**config.mk**
```make
export PLATFORM = sky130hd
export DESIGN_NAME = length_prefixed_deframer
export DESIGN_NICKNAME = d
export VERILOG_FILES = /design/src/sv/lpd_pkg.sv /design/src/sv/lpd_front.sv /design/src/sv/lpd_queue.sv /design/src/sv/lpd_back.sv /design/src/sv/length_prefixed_deframer.sv
export SDC_FILE = /design/constraint.sdc
export NUM_CORES = 1
export LEC_CHECK = 0
export BUFFER_PORTS_ARGS = -buffer_cell sky130_fd_sc_hd__buf_2
export CORE_UTILIZATION = 50
export CTS_CLUSTER_DIAMETER = 80
export CTS_CLUSTER_SIZE = 12
export DETAILED_ROUTE_END_ITERATION = 16
export PLACE_DENSITY_LB_ADDON = 0.05
export REMOVE_ABC_BUFFERS = 1
export SLEW_MARGIN = 25
export SYNTH_ARGS = -nofsm -noshare
export SYNTH_HDL_FRONTEND = slang
export SYNTH_SLANG_ARGS = --single-unit
```
**constraint.sdc**
```tcl
create_clock -name clk_i -period 3.4 [get_ports clk_i]
set_input_delay 0 -clock clk_i [delete_from_list [all_inputs] [get_ports clk_i]]
set_output_delay 0 -clock clk_i [all_outputs]
set_load 0.1 [all_outputs]
```
**src/sv/lpd_pkg.sv**
```systemverilog
`timescale 1ns / 1ps
`default_nettype none

package lpd_pkg;

  localparam int unsigned BUFFER_BYTES_DEF = 1024;
  localparam int unsigned LEN_FIELD_BYTES  = 2;
  localparam int unsigned BYTE_W           = 8;
  localparam int unsigned LEN_W            = 16;

  // queue between front and back
  localparam int unsigned QUEUE_DEPTH = 2;
  localparam int unsigned QPTR_W      = (QUEUE_DEPTH > 1) ? $clog2(QUEUE_DEPTH) : 1;
  localparam int unsigned QCNT_W      = $clog2(QUEUE_DEPTH + 1);

  typedef struct packed {
    logic [BYTE_W-1:0] payload_byte;
    logic              first_of_frame;
    logic              last_of_frame;
    logic              frame_error;
    logic [LEN_W-1:0]  frame_length;
  } result_t;

endpackage : lpd_pkg

`default_nettype wire

```
**src/sv/lpd_front.sv**
```systemverilog
`timescale 1ns / 1ps
`default_nettype none

module lpd_front
  import lpd_pkg::*;
#(
  parameter int unsigned BufferBytes = BUFFER_BYTES_DEF
) (
  input  wire logic              clk_i,
  input  wire logic              rst_ni,
  input  wire logic              in_valid_i,
  output logic                   in_ready_o,
  input  wire logic [BYTE_W-1:0] rx_byte_i,
  input  wire logic              q_ready_i,
  output logic                   q_push_o,
  output result_t                q_data_o
);

  localparam int unsigned Capacity = BufferBytes - LEN_FIELD_BYTES;
  localparam int unsigned CntW     = $clog2(Capacity + 1);
  localparam int unsigned CmpW     = LEN_W + 1;
  localparam logic [CmpW-1:0] CapV = CmpW'(Capacity);

  localparam logic [1:0] PH_LEN_HI  = 2'd0;
  localparam logic [1:0] PH_LEN_LO  = 2'd1;
  localparam logic [1:0] PH_PAYLOAD = 2'd2;

  logic [1:0]        phase_q, phase_d;
  logic [BYTE_W-1:0] len_hi_q, len_hi_d;
  logic [LEN_W-1:0]  decl_len_q, decl_len_d;
  logic [CntW-1:0]   count_q, count_d;
  logic              accept;
  logic [CmpW-1:0]   cnt_ext;
  logic [CmpW-1:0]   decl_ext;
  result_t           res;

  assign in_ready_o = q_ready_i;
  assign accept     = in_valid_i & q_ready_i;
  assign cnt_ext    = CmpW'(count_q);
  assign decl_ext   = CmpW'(decl_len_q);

  always_comb begin
    phase_d    = phase_q;
    len_hi_d   = len_hi_q;
    decl_len_d = decl_len_q;
    count_d    = count_q;
    q_push_o   = 1'b0;
    res        = '0;
    if (accept) begin
      case (phase_q)
        PH_LEN_LO: begin
          decl_len_d = {len_hi_q, rx_byte_i};
          count_d    = '0;
          phase_d    = PH_PAYLOAD;
        end
        PH_PAYLOAD: begin
          q_push_o         = 1'b1;
          res.frame_length = decl_len_q;
          if ((cnt_ext >= CapV) || (cnt_ext >= decl_ext)) begin
            // no room: abort frame, drop byte
            res.frame_error = 1'b1;
            phase_d    = PH_LEN_HI;
            len_hi_d   = '0;
            decl_len_d = '0;
            count_d    = '0;
          end else begin
            res.payload_byte   = rx_byte_i;
            res.first_of_frame = (count_q == '0);
            count_d            = count_q + 1'b1;
            if ((cnt_ext + CmpW'(1)) == decl_ext) begin
              res.last_of_frame = 1'b1;
              phase_d    = PH_LEN_HI;
              len_hi_d   = '0;
              decl_len_d = '0;
              count_d    = '0;
            end
          end
        end
        default: begin
          // high length byte; unused phase code behaves the same
          len_hi_d = rx_byte_i;
          phase_d  = PH_LEN_LO;
        end
      endcase
    end
  end

  assign q_data_o = res;

  always_ff @(posedge clk_i or negedge rst_ni) begin
    if (!rst_ni) begin
      phase_q    <= PH_LEN_HI;
      len_hi_q   <= '0;
      decl_len_q <= '0;
      count_q    <= '0;
    end else begin
      phase_q    <= phase_d;
      len_hi_q   <= len_hi_d;
      decl_len_q <= decl_len_d;
      count_q    <= count_d;
    end
  end

`ifndef SYNTHESIS
  a_count_bound: assert property (@(posedge clk_i) disable iff (!rst_ni)
    cnt_ext <= CapV)
    else $error("payload count beyond capacity");

  a_err_clean: assert property (@(posedge clk_i) disable iff (!rst_ni)
    (q_push_o && res.frame_error) |->
      (!res.first_of_frame && !res.last_of_frame && res.payload_byte == '0))
    else $error("error result carries payload marks");

  a_count_idle: assert property (@(posedge clk_i) disable iff (!rst_ni)
    (phase_q != PH_PAYLOAD) |-> (count_q == '0))
    else $error("count nonzero outside payload");

  a_last_restart: assert property (@(posedge clk_i) disable iff (!rst_ni)
    (q_push_o && (res.last_of_frame || res.frame_error)) |=> (phase_q == PH_LEN_HI))
    else $error("frame end did not return to idle");
`endif

endmodule : lpd_front

`default_nettype wire

```
**src/sv/lpd_queue.sv**
```systemverilog
`timescale 1ns / 1ps
`default_nettype none

module lpd_queue
  import lpd_pkg::*;
(
  input  wire logic    clk_i,
  input  wire logic    rst_ni,
  input  wire logic    push_i,
  input  wire result_t push_data_i,
  output logic         push_ready_o,
  input  wire logic    pop_i,
  output logic         pop_valid_o,
  output result_t      pop_data_o
);

  result_t           mem_q [QUEUE_DEPTH];
  logic [QPTR_W-1:0] wr_ptr_q, rd_ptr_q;
  logic [QCNT_W-1:0] cnt_q;
  logic              do_push, do_pop;

  assign push_ready_o = (cnt_q != QCNT_W'(QUEUE_DEPTH));
  assign pop_valid_o  = (cnt_q != '0);
  assign do_push      = push_i & push_ready_o;
  assign do_pop       = pop_i & pop_valid_o;
  assign pop_data_o   = mem_q[rd_ptr_q];

  function automatic logic [QPTR_W-1:0] wrap_inc(input logic [QPTR_W-1:0] p);
    if (p == QPTR_W'(QUEUE_DEPTH - 1)) begin
      return '0;
    end
    return p + 1'b1;
  endfunction

  always_ff @(posedge clk_i) begin
    if (do_push) begin
      mem_q[wr_ptr_q] <= push_data_i;
    end
  end

  always_ff @(posedge clk_i or negedge rst_ni) begin
    if (!rst_ni) begin
      wr_ptr_q <= '0;
      rd_ptr_q <= '0;
      cnt_q    <= '0;
    end else begin
      if (do_push) begin
        wr_ptr_q <= wrap_inc(wr_ptr_q);
      end
      if (do_pop) begin
        rd_ptr_q <= wrap_inc(rd_ptr_q);
      end
      if (do_push && !do_pop) begin
        cnt_q <= cnt_q + 1'b1;
      end else if (!do_push && do_pop) begin
        cnt_q <= cnt_q - 1'b1;
      end
    end
  end

endmodule : lpd_queue

`default_nettype wire

```
**src/sv/lpd_back.sv**
```systemverilog
`timescale 1ns / 1ps
`default_nettype none

module lpd_back
  import lpd_pkg::*;
(
  input  wire logic    clk_i,
  input  wire logic    rst_ni,
  input  wire logic    q_valid_i,
  input  wire result_t q_data_i,
  output logic         q_pop_o,
  output logic         out_valid_o,
  input  wire logic    out_ready_i,
  output result_t      out_data_o
);

  logic    valid_q;
  result_t data_q;

  // refill whenever the output register is empty or being drained
  assign q_pop_o     = q_valid_i & (~valid_q | out_ready_i);
  assign out_valid_o = valid_q;
  assign out_data_o  = data_q;

  always_ff @(posedge clk_i or negedge rst_ni) begin
    if (!rst_ni) begin
      valid_q <= 1'b0;
    end else if (q_pop_o) begin
      valid_q <= 1'b1;
    end else if (out_ready_i) begin
      valid_q <= 1'b0;
    end
  end

  always_ff @(posedge clk_i) begin
    if (q_pop_o) begin
      data_q <= q_data_i;
    end
  end

endmodule : lpd_back

`default_nettype wire

```
**src/sv/length_prefixed_deframer.sv**
```systemverilog
// Length-prefixed frame deframer.
// Input channel (in_valid_i / in_ready_o / rx_byte_i) takes one received byte
// per item. Each frame is a 2-byte big-endian length followed by that many
// payload bytes. Length bytes produce no output item.
// Output channel (out_valid_o / out_ready_i) gives one item per payload byte,
// with first/last marks and the declared frame length. A byte with no room
// (zero-length frame, or beyond BufferBytes - 2 payload bytes) gives an item
// with frame_error set and zero payload; the frame is aborted and the block
// waits for a new length.
// Throughput: one item per cycle sustained while out_ready_i stays high, set
// by the classify/count step in the front end. A result is written into the
// queue at the edge that accepts its byte and then loaded into the output
// register, which waits while that register holds a result not yet taken.
// A two-entry queue sits between the front end and the output register, so
// the front keeps taking bytes while a result waits; when the receiver stalls
// long enough to fill the queue, in_ready_o drops.
// Reset (rst_ni low, asynchronous) returns to waiting for a high length byte
// and empties the queue and output register.
`timescale 1ns / 1ps
`default_nettype none

module length_prefixed_deframer
  import lpd_pkg::*;
#(
  parameter int unsigned BufferBytes = BUFFER_BYTES_DEF
) (
  input  wire logic              clk_i,
  input  wire logic              rst_ni,
  input  wire logic              in_valid_i,
  output logic                   in_ready_o,
  input  wire logic [BYTE_W-1:0] rx_byte_i,
  output logic                   out_valid_o,
  input  wire logic              out_ready_i,
  output logic [BYTE_W-1:0]      payload_byte_o,
  output logic                   first_of_frame_o,
  output logic                   last_of_frame_o,
  output logic                   frame_error_o,
  output logic [LEN_W-1:0]       frame_length_o
);

  // front end -> queue
  logic    push;
  logic    push_ready;
  result_t push_data;
  // queue -> back end
  logic    pop;
  logic    pop_valid;
  result_t pop_data;
  result_t out_data;

  lpd_front #(
    .BufferBytes(BufferBytes)
  ) u_front (
    .clk_i      (clk_i),
    .rst_ni     (rst_ni),
    .in_valid_i (in_valid_i),
    .in_ready_o (in_ready_o),
    .rx_byte_i  (rx_byte_i),
    .q_ready_i  (push_ready),
    .q_push_o   (push),
    .q_data_o   (push_data)
  );

  lpd_queue u_queue (
    .clk_i        (clk_i),
    .rst_ni       (rst_ni),
    .push_i       (push),
    .push_data_i  (push_data),
    .push_ready_o (push_ready),
    .pop_i        (pop),
    .pop_valid_o  (pop_valid),
    .pop_data_o   (pop_data)
  );

  lpd_back u_back (
    .clk_i       (clk_i),
    .rst_ni      (rst_ni),
    .q_valid_i   (pop_valid),
    .q_data_i    (pop_data),
    .q_pop_o     (pop),
    .out_valid_o (out_valid_o),
    .out_ready_i (out_ready_i),
    .out_data_o  (out_data)
  );

  assign payload_byte_o   = out_data.payload_byte;
  assign first_of_frame_o = out_data.first_of_frame;
  assign last_of_frame_o  = out_data.last_of_frame;
  assign frame_error_o    = out_data.frame_error;
  assign frame_length_o   = out_data.frame_length;

endmodule : length_prefixed_deframer

`default_nettype wire

```
* Yosys cells after proc, flatten, opt, wreduce, memory -nomap -nowiden
Memories as Yosys holds them, arrays and structs flattened. A register that Yosys moved wholly into a read port is not among the register bits.
Cells that the tools add are included.
** Word-level totals
- ROM bits :: 0
- Input bits :: 12
- Logic and storage cells :: 76
- Bits in writable memories :: 54
- Memories :: 1
- Output and inout bits :: 29
- Register bits after elaboration :: 41
- Bits in latches :: 0
** Memory list
- u_queue.mem_q :: depth 2, width 27, read ports 1, clocked after memory_dff 1, write ports 1, line lpd_queue.sv:17 : result_t mem_q [QUEUE_DEPTH];
** Operators by class
- Multiplexer cells :: 33
- $add $sub $neg :: 6
- Eq/ne operators :: 5
- Bitwise operators :: 7
- Reduce and logical (&&, ||, !) cells :: 14
- $mul :: 0
- Magnitude comparators :: 2
- Shift operators :: 0
- Div/mod/pow operators :: 0
** Operator list (number)
- $mux W27 :: 2
- $mux W16 :: 2
- $pmux W16 S2 :: 1
- $mux W10 :: 3
- $pmux W10 S2 :: 1
- $eq A17 B16 Y1 :: 1
- $ge A10 B16 Y1 :: 1
- $mux W1 :: 16
- $mux W8 :: 2
- $pmux W8 S2 :: 1
- $add A10 B1 Y11 const B :: 1
- $add A10 B1 Y10 const B :: 1
- $ge A10 B10 Y1 const B :: 1
- $logic_not A10 Y1 :: 1
- $mux W2 :: 4
- $reduce_bool A2 Y1 :: 4
- $reduce_and A3 Y1 :: 2
- $and A1 B1 Y1 :: 4
- $pmux W2 S2 :: 1
- $reduce_and A2 Y1 :: 2
- $ne A3 B1 Y1 const B :: 1
- $add A1 B1 Y1 const B :: 2
- $add A2 B1 Y2 const B :: 1
- $eq A2 B1 Y1 const B :: 1
- other kinds (8) :: 11

* Longest topological paths before layout
- Word-level depth :: 8
- Gate-level depth with buffers :: 10

* By module
Synthesis repeated with hierarchy kept, for this count alone.
** Unflattened totals
- Cells, all modules :: 395
- Area, all modules :: 5460.2 sq um
** By module, submodules not included
- lpd_front :: instances 1, seq. area each 900.9 sq um, cells each 262, area each 2363.5 sq um
- lpd_queue :: instances 1, seq. area each 1721.7 sq um, cells each 102, area each 2242.2 sq um
- lpd_back :: instances 1, seq. area each 835.8 sq um, cells each 31, area each 854.6 sq um

* Worst setup path before layout
No wires, ideal clock.
- Path kind :: flip-flop to flip-flop
- From :: register u_queue.cnt_q[0]
- To :: memory u_queue.mem_q[0][0] in the netlist's numbering (enable)
- Data required time :: 2986 ps
- Path slack :: -9 ps
- Data arrival time :: 2995 ps
- Library setup time :: 414 ps
- Stages on the path, launching flop included :: 5
- Period minus slack after synthesis :: 3409 ps
- Cells stage by stage :: dfrtp_1 -> nand2b_1 -> and3_1 -> clkbuf_1 -> nor2b_1
** Between the ends
- Longest elaborated chain between the ends :: 6
** Ends and longest elaborated chain
- start: declaration :: line lpd_queue.sv:19 : logic [QCNT_W-1:0] cnt_q;
- start signal: assignment :: line lpd_queue.sv:54 : cnt_q <= cnt_q + 1'b1;
- start signal: assignment :: line lpd_queue.sv:56 : cnt_q <= cnt_q - 1'b1;
- $ne A2 B2 Y1 * :: line lpd_queue.sv:22 : assign push_ready_o = (cnt_q != QCNT_W'(QUEUE_DEPTH));
- named net in_ready_o :: line length_prefixed_deframer.sv:30 : output logic in_ready_o,
- $and A1 B1 Y1 :: line lpd_front.sv:38 : assign accept = in_valid_i & q_ready_i;
- $mux W1 :: line lpd_front.sv:49 : if (accept) begin
- $and A1 B1 Y1 * :: line lpd_queue.sv:24 : assign do_push = push_i & push_ready_o;
- $mux W1 * :: line lpd_queue.sv:36 : if (do_push) begin
- $mux W1 (implied by the code) * :: line lpd_queue.sv:37 : mem_q[wr_ptr_q] <= push_data_i;
- end: declaration :: line lpd_queue.sv:17
The timed path passes the listed nets; every way through them passes the cells marked *.

* Worst setup path in the final report
- From :: register u_front.count_q[1]
- To :: register u_front.len_hi_q[6]
** Between the ends
- Longest elaborated chain between the ends :: 4
** Ends and longest elaborated chain
- start: declaration :: line lpd_front.sv:31 : logic [CntW-1:0] count_q, count_d;
- start signal: assignment :: line lpd_front.sv:100 : count_q <= count_d;
- $add A10 B1 Y11, or another cell as far along :: line lpd_front.sv:70 : if ((cnt_ext + CmpW'(1)) == decl_ext) begin
- $eq A17 B16 Y1 / $logic_or A1 B1 Y1 (equally long branches) :: line lpd_front.sv:70, lpd_front.sv:59
- $ne A3 B1 Y1 (no source line) / $mux W8 (equally long branches)
- $reduce_and A3 Y1 (no source line) / $pmux W8 S2 (equally long branches)
- end signal: assignment :: line lpd_front.sv:98 : len_hi_q <= len_hi_d;
- end: declaration :: line lpd_front.sv:29 : logic [BYTE_W-1:0] len_hi_q, len_hi_d;
Several ways; a longest one is shown, not always the timed one.
A chain may end at the register's enable or synchronous reset.

==> results_dict.tcl <==
set metrics [dict create \
    relSlewSlack 0.3945 \
    ir_worst_vdd_v 0.0005167 \
    worst_ep_arrival_time_ps 3410 \
    ys_seq_elements 122 \
    internal_power_w 0.004002 \
    dr_total_vias 3246 \
    crit_type "register to register" \
    fin_tns_setup_ps 0 \
    synth_area_um2 5348 \
    drv_cap 0 \
    fin_worst_hold_slack_ps -1.088 \
    grt_start_max_net_pins 42 \
    antenna_found_initial 0 \
    area_delta_synth_final_pct 20.17 \
    port_buffers 40 \
    hold_path_class "input pin to async pin" \
    setup.reg_to_reg.worst_slack_ps 390 \
    ant_nets 0 \
    postLayoutCellArea_um2 6426 \
    drt-initial-drc-count 151 \
    setup_viol 0 \
    post_dp_cell_area_um2 5703 \
    die_area_um2 11110 \
    synth_area_leaders "edfxtp_1 (45%), dfrtp_1 (19%), mux2_2 (6.1%), a22o_1 (4.3%), ha_1 (3.7%)" \
    ys.flop_type "edfxtp_1" \
    core_um2 10320 \
    clk_latency_ps 520 \
    synth_top_area_cell "edfxtp_1" \
    cts_setup_buffers 0 \
    drc 0 \
    synth_top_area_share 0.4548 \
    cts_tree "built" \
    die_y_um 105.4 \
    ys_warn_count 0 \
    row_count 37 \
    report.final.slew_viol_count 0 \
    met1Wirelength_mm 4.972 \
    hold_violations 3 \
    grt_pass1_vias 3258 \
    grt_pass1_wl_mm 16.65 \
    routed_via_density 5.520 \
    fin_crit_ps 3008 \
    power_frac_clock 0.283 \
    violations "negative hold slack" \
    grt.overflow.total 0 \
    wl_per_cell_um 17.54 \
    synth-edff-count 81 \
    route.met2.wl_mm 4.792 \
    dp_slack_ps 441.7 \
    nNetsFinal 467 \
    grt_setup_unrepaired "false" \
    outcome "finished, violations left" \
    layout_setup_ws_ps 391.7 \
    critPathCaptureType "register" \
    comb_power_share 0.373 \
    power.density_nw_per_um2 1036 \
    cts_root_buffer "clkbuf_8" \
    finalCritPeriodShare 0.8848 \
    path_clk_slew_ps 60 \
    die_width_um 105.4 \
    cts_buffers 17 \
    syn_area_per_cell_um2 14.15 \
    synthCells 378 \
    power.share.switching 0.3988 \
    required_ps 3800 \
    p_seq_frac 0.344 \
    mostFrequentLayoutCell "edfxtp_1" \
    switchingPower_w 0.002655 \
    cts_max_path_buffers 2 \
    timing.fmax_mhz 332.4 \
    track_usage 0.2044 \
    clock-sinks 122 \
    clock_skew_ps 7.939 \
    critPathMaxFanout 8 \
    startpoint_type "register" \
    firstDrtPassIters 4 \
    drt-total-wl_mm 10.32 \
    start_util 0.5180 \
    p_leak_nw 2.615 \
    layout-drive-gt1-share 0.2522 \
    htreeDepth 4 \
    power_w 0.006657 \
    post-dp-hpwl_mm 6.823 \
    seq_area_frac_synth 0.6467 \
    final_cell_mix "edfxtp_1 (81), dfrtp_1 (41), buf_2 (39), mux2_2 (29), a22o_1 (26)" \
    place.gp.congestion 0.8983 \
    r2r_cells 8 \
    ios 41 \
    async_reset_ff_frac 0.3361 \
    yosysUniqueCellTypes 47 \
    worst_slew_pin_slew_ps 901.3 \
    n_antenna_cell 0 \
    routed-wl-met3_um 385 \
    highest-signal-layer "met4" \
]
[synth_stat cells, drive strengths merged (4+ instances only)]
cell     n
a21oi    4
a22o    26
and2    22
and3    14
buf     10
clkbuf   8
dfrtp   41
edfxtp  81
ha      16
inv     16
mux2    29
nand2   12
nand2b   5
nand3    6
nor2    12
nor3     9
o21ai    9
o31ai    4
xnor2    9
xor2     9
[stage by stage]
stage	hold WS, ps	utilization	instances
2_1_floorplan	-295.6	-	360
3_3_place_gp	176.7	0.5524	546
3_5_place_dp	180.6	0.5524	546
4_1_cts	30.05	0.6222	588
5_1_grt	44.12	0.6225	588
6_report	-1.088	0.6225	588
[what timing repair did]
item                      4_1_cts  5_1_grt
gates resized for setup         0        0
hold endpoints to repair       74        0
hold buffers                   10        0
[final cells by class]
cell class / instances / area (um^2)
sequential: 122 / 3458
tap: 136 / 170.2
inverter: 16 / 60.06
fill: 808 / 3897
clock buffer: 19 / 421.7
clock inverter: 13 / 198.9
timing repair buffer: 60 / 377.9
multi-input combinational: 222 / 1739
[worst max-delay path, stage by stage (launching register included)]
cell and delay, ps:
dfrtp_1 460, ha_1 270, and4_1 330, and2_1 230, o311a_1 380, a2111oi_2 250, a31oi_1 230, or3_1 500
a22o_1 240
[path summary, 6_finish.rpt]
check	endpoint	start
setup / recovery	u_front.len_hi_q[6]	u_front.count_q[1]
max in group asynchronous	u_front.decl_len_q[5]	rst_ni
min in group clk_i	u_front.phase_q[0]	in_valid_i
setup reg to reg	u_front.len_hi_q[6]	u_front.count_q[1]
hold reg to reg	u_front.decl_len_q[14]	u_front.len_hi_q[6]
hold / removal	u_queue.cnt_q[1]	rst_ni
[metal layers]
layer / GRT usage / vias up
li1: - / 1548
met1: 0.2733 / 1612
met2: 0.3097 / 73
met3: 0.05751 / 13
met4: 0.09557 / 0
met5: 0 / -
[power groups by stage]
stage	logic, W	clock network [W]	registers, W
after global routing	0.00265	0.00198	0.00234
final	0.00248	0.00188	0.00229
after global placement	0.00246	0	0.00231
after floorplan	0.000957	0	0.00331
after CTS	0.00250	0.00191	0.00229
after detailed placement	0.00248	0	0.00232
[state kept, by name, indices dropped and copies added (netlist names), 2 cells and up]
signal and flops:
u_front.len_hi_q 8, u_front.decl_len_q 16, u_queue.mem_q 54, u_front.count_q 10, u_queue.cnt_q 2, u_front.phase_q 2
u_back.out_data_o 27
[logic make-up after synthesis]
logic type,count (synthesis),synth area share
flip-flops,122,0.6467
AND/OR/NAND/NOR,93,0.09850
AO/OA/AOI/OAI,66,0.09827
buffers and inverters,34,0.02855
multiplexers,29,0.06107
XOR/XNOR,18,0.02948
adder cells (fa/ha/maj),16,0.03744
Note: power is estimated with default switching activity, not from simulation.
